`config.mk`:
```
export PLATFORM = sky130hd
export DESIGN_NAME = weather_sample_aggregator
export DESIGN_NICKNAME = d
export VERILOG_FILES = /design/src/rtl/wsa_pkg.sv /design/src/rtl/weather_sample_aggregator.sv /design/src/rtl/wsa_ctrl.sv /design/src/rtl/wsa_dp.sv
export VERILOG_INCLUDE_DIRS = /design/src /design/src/rtl
export SDC_FILE = /design/constraint.sdc
export NUM_CORES = 1
export LEC_CHECK = 0
export BUFFER_PORTS_ARGS = -buffer_cell sky130_fd_sc_hd__buf_2
export CAP_MARGIN = 10
export CORE_AREA = 2 2 212 214
export DETAILED_ROUTE_END_ITERATION = 10
export DIE_AREA = 0 0 214 216
export GPL_ROUTABILITY_DRIVEN = 1
export HOLD_SLACK_MARGIN = 0.03
export PLACE_DENSITY = 0.84
export SYNTH_ARGS = -nofsm -noshare
export SYNTH_HDL_FRONTEND = slang
export SYNTH_HIERARCHICAL = 1
export SYNTH_SLANG_ARGS = --single-unit
export TNS_END_PERCENT = 10
```
`constraint.sdc`:
```
create_clock -name clock -period 14.3 [get_ports clock]
set_input_delay 1.43 -clock clock [delete_from_list [all_inputs] [get_ports clock]]
set_output_delay 1.43 -clock clock [all_outputs]
set_load 0.005 [all_outputs]
```
`src/rtl/weather_sample_aggregator_defines.svh`:
```
// Assertion macros for the weather sample aggregator.
`ifndef WEATHER_SAMPLE_AGGREGATOR_DEFINES_SVH
`define WEATHER_SAMPLE_AGGREGATOR_DEFINES_SVH

`ifndef SYNTH
`define WSA_ASSERT(lbl, prop) \
   lbl: assert property (@(posedge clock) disable iff (reset) (prop)) \
      else $error("assertion failed");
`define WSA_ASSERT_NEXT(lbl, pre, post) \
   lbl: assert property (@(posedge clock) disable iff (reset) (pre) |=> (post)) \
      else $error("assertion failed");
`else
`define WSA_ASSERT(lbl, prop)
`define WSA_ASSERT_NEXT(lbl, pre, post)
`endif

`endif

```
`src/rtl/wsa_pkg.sv`:
```
package wsa_pkg;

   localparam int CNT_W  = 16;
   localparam int TSUM_W = 28;
   localparam int WSUM_W = 30;
   localparam int LSUM_W = 26;
   localparam int TDEN_W = CNT_W + 2;
   localparam int DEN_W  = TDEN_W + 1;
   localparam int REM_W  = 30;
   localparam int Q_W    = 14;
   localparam int DVS_W  = DEN_W + Q_W - 1;
   localparam int STEP_W = 4;

   localparam logic [CNT_W-1:0]  MAX_SAMPLES = 16'd65535;
   localparam logic [STEP_W-1:0] STEP_LAST   = STEP_W'(Q_W - 1);
   localparam logic signed [11:0] TEMP_EMPTY = -12'sd2032;
   localparam int TEMP_LOW_EDGE  = 880;
   localparam int TEMP_HIGH_EDGE = 2000;

   typedef enum logic [1:0] {
      ACT_SAMPLE   = 2'd0,
      ACT_FINALIZE = 2'd1,
      ACT_CLEAR    = 2'd2
   } action_type;

   typedef enum logic [1:0] {
      JOB_TIN   = 2'd0,
      JOB_TOUT  = 2'd1,
      JOB_WIND  = 2'd2,
      JOB_LIGHT = 2'd3
   } job_type;

   typedef enum logic [2:0] {
      ST_IDLE,
      ST_LOAD,
      ST_DIV,
      ST_STORE,
      ST_OUT
   } state_type;

   typedef struct packed {
      logic [1:0]         action;
      logic               temp_valid;
      logic signed [11:0] temp_in;
      logic signed [11:0] temp_out;
      logic [13:0]        wind_speed;
      logic [9:0]         light_level;
      logic [31:0]        timestamp;
   } req_type;

   typedef struct packed {
      logic [31:0]        snap_time;
      logic signed [11:0] avg_temp_in;
      logic signed [11:0] avg_temp_out;
      logic [13:0]        avg_wind;
      logic [13:0]        peak_wind;
      logic [9:0]         avg_light;
      logic               snap_valid;
   } rsp_type;

   typedef struct packed {
      logic    accept;
      logic    load;
      logic    step;
      logic    store;
      logic    emit;
      job_type job;
   } ctrl_cmd_type;

   typedef struct packed {
      logic out_free;
   } dp_status_type;

endpackage

```
`src/rtl/weather_sample_aggregator.sv`:
```
// Weather sample aggregator: keeps running sums of indoor/outdoor temperature,
// wind and light plus peak wind. Sample and clear requests may arrive every
// cycle while no finalize is in progress. A finalize request holds off the
// next request until it is done: its four averages run one after another
// through a single shared restoring divider at one quotient bit per cycle (per
// average: a setup step, one step per quotient bit, a store step), then a load
// of the output register. The snapshot waits in that register, and a stall
// on rsp_ready only delays a finalize that finds the register still full.
module weather_sample_aggregator
   import wsa_pkg::*;
(
   input  logic    clock,
   input  logic    reset,
   input  logic    req_valid,
   output logic    req_ready,
   input  req_type req_data,
   output logic    rsp_valid,
   input  logic    rsp_ready,
   output rsp_type rsp_data
);

   ctrl_cmd_type  cmd;
   dp_status_type status;

   wsa_ctrl u_ctrl (
      .clock      (clock),
      .reset      (reset),
      .req_valid  (req_valid),
      .req_action (req_data.action),
      .req_ready  (req_ready),
      .status     (status),
      .cmd        (cmd)
   );

   wsa_dp u_dp (
      .clock     (clock),
      .reset     (reset),
      .req_data  (req_data),
      .cmd       (cmd),
      .status    (status),
      .rsp_valid (rsp_valid),
      .rsp_ready (rsp_ready),
      .rsp_data  (rsp_data)
   );

endmodule

```
`src/rtl/wsa_ctrl.sv`:
```
`include "weather_sample_aggregator_defines.svh"

module wsa_ctrl
   import wsa_pkg::*;
(
   input  logic          clock,
   input  logic          reset,
   input  logic          req_valid,
   input  logic [1:0]    req_action,
   output logic          req_ready,
   input  dp_status_type status,
   output ctrl_cmd_type  cmd
);

   state_type         state_ff, state_in;
   job_type           job_ff, job_in;
   logic [STEP_W-1:0] cnt_ff, cnt_in;

   always_ff @(posedge clock) begin
      if (reset) begin
         state_ff <= ST_IDLE;
         job_ff   <= JOB_TIN;
         cnt_ff   <= '0;
      end else begin
         state_ff <= state_in;
         job_ff   <= job_in;
         cnt_ff   <= cnt_in;
      end
   end

   always_comb begin
      state_in   = state_ff;
      job_in     = job_ff;
      cnt_in     = cnt_ff;
      req_ready  = 1'b0;
      cmd        = '0;
      cmd.job    = job_ff;
      case (state_ff)
         ST_IDLE: begin
            req_ready  = 1'b1;
            cmd.accept = req_valid;
            if (req_valid && action_type'(req_action) == ACT_FINALIZE) begin
               job_in   = JOB_TIN;
               state_in = ST_LOAD;
            end
         end
         ST_LOAD: begin
            cmd.load = 1'b1;
            cnt_in   = STEP_LAST;
            state_in = ST_DIV;
         end
         ST_DIV: begin
            cmd.step = 1'b1;
            if (cnt_ff == '0) begin
               state_in = ST_STORE;
            end else begin
               cnt_in = cnt_ff - STEP_W'(1);
            end
         end
         ST_STORE: begin
            cmd.store = 1'b1;
            if (job_ff == JOB_LIGHT) begin
               state_in = ST_OUT;
            end else begin
               job_in   = job_type'(job_ff + 2'd1);
               state_in = ST_LOAD;
            end
         end
         ST_OUT: begin
            if (status.out_free) begin
               cmd.emit = 1'b1;
               state_in = ST_IDLE;
            end
         end
         default: begin
            state_in = ST_IDLE;
         end
      endcase
   end

   `WSA_ASSERT_NEXT(a_fin_starts_div, req_valid && req_ready && action_type'(req_action) == ACT_FINALIZE, state_ff == ST_LOAD && job_ff == JOB_TIN)
   `WSA_ASSERT_NEXT(a_div_counts_down, state_ff == ST_DIV && cnt_ff != '0, state_ff == ST_DIV && cnt_ff == $past(cnt_ff) - STEP_W'(1))
   `WSA_ASSERT_NEXT(a_last_store_out, state_ff == ST_STORE && job_ff == JOB_LIGHT, state_ff == ST_OUT)

endmodule

```
`src/rtl/wsa_dp.sv`:
```
module wsa_dp
   import wsa_pkg::*;
(
   input  logic          clock,
   input  logic          reset,
   input  req_type       req_data,
   input  ctrl_cmd_type  cmd,
   output dp_status_type status,
   output logic          rsp_valid,
   input  logic          rsp_ready,
   output rsp_type       rsp_data
);

   logic signed [TSUM_W-1:0] tin_sum_ff, tout_sum_ff;
   logic [WSUM_W-1:0]        wind_sum_ff;
   logic [LSUM_W-1:0]        light_sum_ff;
   logic [CNT_W-1:0]         temp_cnt_ff, samp_cnt_ff;
   logic [13:0]              peak_ff;
   logic [31:0]              time_ff;

   logic [REM_W-1:0]         rem_ff;
   logic [DVS_W-1:0]         dvs_ff;
   logic [Q_W-1:0]           q_ff;
   logic                     neg_ff, wide_ff;

   logic signed [11:0]       res_tin_ff, res_tout_ff;
   logic [13:0]              res_wind_ff;
   logic [9:0]               res_light_ff;

   logic                     rsp_valid_ff;
   rsp_type                  rsp_data_ff;

   logic signed [TSUM_W-1:0] t_sum;
   logic signed [TSUM_W:0]   t_x, lo_lim, hi_lim;
   logic [25:0]              lo_mag;
   logic [26:0]              hi_mag;
   logic                     t_wide;
   logic [TSUM_W-2:0]        t_mag;
   logic [TDEN_W-1:0]        t_d;
   logic [REM_W-1:0]         ld_num;
   logic [DEN_W-1:0]         ld_den;
   logic                     ge;
   logic [Q_W-1:0]           tq;
   logic [11:0]              tv;

   always_ff @(posedge clock) begin
      if (reset) begin
         tin_sum_ff   <= '0;
         tout_sum_ff  <= '0;
         wind_sum_ff  <= '0;
         light_sum_ff <= '0;
         temp_cnt_ff  <= '0;
         samp_cnt_ff  <= '0;
         peak_ff      <= '0;
      end else if (cmd.accept) begin
         case (action_type'(req_data.action))
            ACT_SAMPLE: begin
               if (req_data.temp_valid && temp_cnt_ff != MAX_SAMPLES) begin
                  tin_sum_ff  <= tin_sum_ff + TSUM_W'(req_data.temp_in);
                  tout_sum_ff <= tout_sum_ff + TSUM_W'(req_data.temp_out);
                  temp_cnt_ff <= temp_cnt_ff + CNT_W'(1);
               end
               if (samp_cnt_ff != MAX_SAMPLES) begin
                  wind_sum_ff  <= wind_sum_ff + WSUM_W'(req_data.wind_speed);
                  light_sum_ff <= light_sum_ff + LSUM_W'(req_data.light_level);
                  samp_cnt_ff  <= samp_cnt_ff + CNT_W'(1);
               end
               if (req_data.wind_speed > peak_ff) begin
                  peak_ff <= req_data.wind_speed;
               end
            end
            ACT_CLEAR: begin
               tin_sum_ff   <= '0;
               tout_sum_ff  <= '0;
               wind_sum_ff  <= '0;
               light_sum_ff <= '0;
               temp_cnt_ff  <= '0;
               samp_cnt_ff  <= '0;
               peak_ff      <= '0;
            end
            default: begin
            end
         endcase
      end
   end

   always_ff @(posedge clock) begin
      if (cmd.accept) begin
         time_ff <= req_data.timestamp;
      end
   end

   // operand setup: temps round half away from zero as floor((2|s| + d) / 2d)
   always_comb begin
      t_sum  = (cmd.job == JOB_TOUT) ? tout_sum_ff : tin_sum_ff;
      t_x    = {t_sum[TSUM_W-1], t_sum};
      lo_mag = 26'(temp_cnt_ff) * 26'(TEMP_LOW_EDGE);
      hi_mag = 27'(temp_cnt_ff) * 27'(TEMP_HIGH_EDGE);
      lo_lim = -$signed({3'b000, lo_mag});
      hi_lim = $signed({2'b00, hi_mag});
      t_wide = (t_x <= lo_lim) || (t_x >= hi_lim);
      t_mag  = t_sum[TSUM_W-1] ? (TSUM_W-1)'(-t_sum) : (TSUM_W-1)'(t_sum);
      t_d    = t_wide ? TDEN_W'(temp_cnt_ff) : {temp_cnt_ff, 2'b00};
      case (cmd.job)
         JOB_TIN, JOB_TOUT: begin
            ld_num = REM_W'({t_mag, 1'b0}) + REM_W'(t_d);
            ld_den = {t_d, 1'b0};
         end
         JOB_WIND: begin
            ld_num = REM_W'(wind_sum_ff);
            ld_den = DEN_W'(samp_cnt_ff);
         end
         default: begin
            ld_num = REM_W'(light_sum_ff);
            ld_den = DEN_W'(samp_cnt_ff);
         end
      endcase
   end

   assign ge = {{(DVS_W-REM_W){1'b0}}, rem_ff} >= dvs_ff;

   always_ff @(posedge clock) begin
      if (cmd.load) begin
         rem_ff  <= ld_num;
         dvs_ff  <= {ld_den, {(Q_W-1){1'b0}}};
         q_ff    <= '0;
         neg_ff  <= t_sum[TSUM_W-1];
         wide_ff <= t_wide;
      end else if (cmd.step) begin
         if (ge) begin
            rem_ff <= rem_ff - dvs_ff[REM_W-1:0];
         end
         q_ff   <= {q_ff[Q_W-2:0], ge};
         dvs_ff <= dvs_ff >> 1;
      end
   end

   always_comb begin
      tq = wide_ff ? q_ff : {q_ff[Q_W-3:0], 2'b00};
      tv = neg_ff ? (~tq[11:0] + 12'd1) : tq[11:0];
   end

   always_ff @(posedge clock) begin
      if (cmd.store) begin
         case (cmd.job)
            JOB_TIN: begin
               res_tin_ff <= (temp_cnt_ff == '0) ? TEMP_EMPTY : $signed(tv);
            end
            JOB_TOUT: begin
               res_tout_ff <= (temp_cnt_ff == '0) ? TEMP_EMPTY : $signed(tv);
            end
            JOB_WIND: begin
               res_wind_ff <= (samp_cnt_ff == '0) ? '0 : q_ff;
            end
            default: begin
               res_light_ff <= (samp_cnt_ff == '0) ? '0 : q_ff[9:0];
            end
         endcase
      end
   end

   always_ff @(posedge clock) begin
      if (reset) begin
         rsp_valid_ff <= 1'b0;
      end else if (cmd.emit) begin
         rsp_valid_ff <= 1'b1;
      end else if (rsp_ready) begin
         rsp_valid_ff <= 1'b0;
      end
   end

   always_ff @(posedge clock) begin
      if (cmd.emit) begin
         rsp_data_ff.snap_time    <= time_ff;
         rsp_data_ff.avg_temp_in  <= res_tin_ff;
         rsp_data_ff.avg_temp_out <= res_tout_ff;
         rsp_data_ff.avg_wind     <= res_wind_ff;
         rsp_data_ff.peak_wind    <= peak_ff;
         rsp_data_ff.avg_light    <= res_light_ff;
         rsp_data_ff.snap_valid   <= (samp_cnt_ff != '0) || (temp_cnt_ff != '0);
      end
   end

   assign status.out_free = !rsp_valid_ff || rsp_ready;
   assign rsp_valid       = rsp_valid_ff;
   assign rsp_data        = rsp_data_ff;

endmodule

```
==> run metrics <==
run status completed; sequential area share after synthesis 36.7%; critical path launch point type register; number of I/O pins 184; Root Buffer Master clkbuf_16; maximum number of pins on one net before global-route repair 79; CTS sink cnt 421; Chip Height 216 µm; Req. time, crit path 14.61 ns; final period demand of the worst path 10.64 ns; detailed-route DRC error count 0; unrepaired setup endpoints after global routing no; highest clock rate 94.0 MHz; Final TNS setup 0 ns; static power due to leakage 14.0 nW; CTS tree built; final number of setup-violating endpoints 0; portion of synthesized cell area occupied by the leading cell type 23.3%; die outline width 214 µm; Post-synth ARST share 0%; kind of end point of the critical path register; number of synthesized register bits 421; max-capacitance violation count 0; hold buffer count at cts 0; GPL Wtd Cong 0.990; Post-layout nets 3,643; Total Die Area 46,200 µm²; total power after layout 3.01 mW; worst setup path startpoint u_dp/temp_cnt_ff[3]$_SDFFE_PP0P_; Synth Flop Type edfxtp_1; H-Tree Depth 2; quantity of gates resized following cts 0; total wirelength of the detailed-routed design 78,000 µm; Peak VDD IR 0.0000899 V; hold_sp u_dp/res_tout_ff[4]$_DFFE_PP_; Mapped Nets 3,487; worst slew margin relative to its limit 12.4%; clock latency at the later pin of the worst-skew pair 0.61 ns; most prevalent standard cell on the critical path o21ai_0; Worst Setup Path Type reg -> reg; buffers added on ports 183; library cell with the largest summed area after synthesis edfxtp_1; yosys warns 6; Post-CTS Setup Bufs 0; number of antenna violations at the first check in global routing 2; Worst Path Max Fanout 28; signed area change from the synthesized netlist to the final layout 10.2%; Core Footprint 43,800 µm²; antenna-violating nets left 0; number of core rows 77; number of unique standard cell types used by synthesis 92; final global-route overflow total 0; maximum clock path buffer count 3; leading cell types by total area after synthesis edfxtp_1 23%, dfxtp_1 13%, ha_1 13%; largest stage delay on the critical path 0.62 ns; Initial DRC Count 2,174; worst min path class reg -> reg; number of endpoints with negative hold slack in the final report 0; HPWL reported at the end of detailed placement 58,900 µm; GR Util All Layers 33.7%; average vias per placed instance 6.13; origin of the critical flop-to-flop path u_dp/temp_cnt_ff[3]$_SDFFE_PP0P_; share of the clock period used by the worst path after layout 74.4%; most common library cells after synthesis 295 x nor2_1, 292 x ha_1, 274 x inv_1; initial cell density of the core 66.5%; clock-pin slew on the worst setup and hold paths 0.06 ns; DR vias 23,400; post-synthesis area per instance 9.62 µm²; Arr. time, crit path 10.94 ns; clock tree skew after final layout 0.0401 ns; Post-synth EDFFs 226; final slew viol count 0; most frequently used cell type in the post-synthesis netlist nor2_1; ratio of cells with drive above 1 in the final layout 10.8%; post-detailed-route wirelength per cell 20.4 µm; Mapped Cells 3,032; number of clock buffers inserted by TritonCTS 45; netlist area before placement 29,200 µm²; detailed-router iteration count before antenna repair 8; global-route wire length before repair 124,000 µm; slowest cell on the critical path fa_1; Pwr per Cell Area 93.6 nW/µm²; actual transition at the worst max-transition pin 1.30 ns; number of global-route vias before repair 23,300
## routing by layer
| layer | up-vias | wire length (µm) | track usage, % |
|---|---|---|---|
| li1 | 11100 | - | - |
| met1 | 11200 | 31500 | 42.6 |
| met2 | 968 | 37500 | 57.0 |
| met3 | 196 | 5440 | 5.54 |
| met4 | 0 | 3600 | 15.1 |
| met5 | - | 0 | 0 |
## kinds of logic (layout without fill, tap and decap cells)
family	Yosys count	in the layout	synth area share, %
flops	421	421	36.7
compound gates	647	647	14.6
simple gates	846	846	14.0
mux	118	118	4.19
fa+ha+maj	369	369	17.8
other cells	0	3	0
buf+inv	369	562	4.82
xor+xnor	262	262	7.87
## cell usage in the layout (no fill, tap or decap), types with 17 or more instances in the layout
cell / count
mux2_2: 29
buf_4: 19
a22oi_1: 50
mux2i_1: 88
nor2b_1: 21
and3_1: 21
nand2_1: 184
a22o_1: 22
o21ai_0: 112
o31ai_1: 20
buf_2: 182
inv_1: 274
a31oi_1: 17
xnor2_1: 161
ha_1: 292
o211ai_1: 19
fa_1: 76
o21bai_1: 35
a21oi_1: 185
a21o_1: 65
xor2_1: 101
nand4_1: 42
nor2_1: 295
nand3_1: 63
clkbuf_16: 45
o21a_1: 19
and2_1: 34
nor3_1: 62
edfxtp_1: 226
dfxtp_1: 193
nand2b_1: 29
## stage by stage
step / hold slack (ns) / util (%) / std cells / setup slack, ns / cell area [µm²]
6_report: 0.413 / 73.3 / 3820 / 3.66 / 32100
5_1_grt: 0.421 / 73.3 / 3819 / 2.81 / 32100
4_1_cts: 0.416 / 73.3 / 3817 / 3.75 / 32100
3_5_place_dp: 0.405 / 69.8 / 3733 / 3.84 / 30600
3_3_place_gp: 0.400 / 69.8 / 3733 / 4.20 / 30600
2_1_floorplan: 0.400 / - / 3032 / 5.07 / 29200
## report_power, final
| part | total (mW) | internal [mW] | switching [mW] |
|---|---|---|---|
| clock | 1.19 | 0.683 | 0.505 |
| combinational | 0.474 | 0.188 | 0.286 |
| sequential | 1.35 | 1.32 | 0.0290 |
## flip-flops by register name, indices dropped and copies added, names as in the netlist, 26 cells and up
signal,count
u_dp/time_ff,32
u_dp/dvs_ff,32
u_dp/light_sum_ff,26
u_dp/rsp_data,95
u_dp/tin_sum_ff,28
u_dp/tout_sum_ff,28
u_dp/wind_sum_ff,30
u_dp/rem_ff,30
## cell type report
class,instances,area [µm²]
multi-input cells,2242,17100
fillers,3144,11700
flip-flops and latches,421,10700
clock buffers,59,1220
repair buffers,201,1050
inverters,277,1040
well taps,592,741
clock inverters,25,298
diodes,3,7.51
## worst max-delay path: cells and delay by family, from the launching register on
kind | cells | cell delay (ns)
adder cells (fa/ha/maj) | 6 | 2.55
flip-flops | 1 | 0.59
AO/OA/AOI/OAI | 18 | 4.47
buffers and inverters | 3 | 0.58
XOR/XNOR | 3 | 0.63
AND/OR/NAND/NOR | 7 | 1.52
## worst paths after layout
check / endpoint / slack (ns) / cells past startpoint
max: u_dp/rem_ff[17]$_DFFE_PP_ / 3.66 / 37
min: u_dp/rsp_data[43]$_DFFE_PP_ / 0.41 / 0
max reg2reg: u_dp/rem_ff[17]$_DFFE_PP_ / 3.66 / 37
min reg2reg: u_dp/rsp_data[43]$_DFFE_PP_ / 0.41 / 0
(Power assumes the default switching activity.)
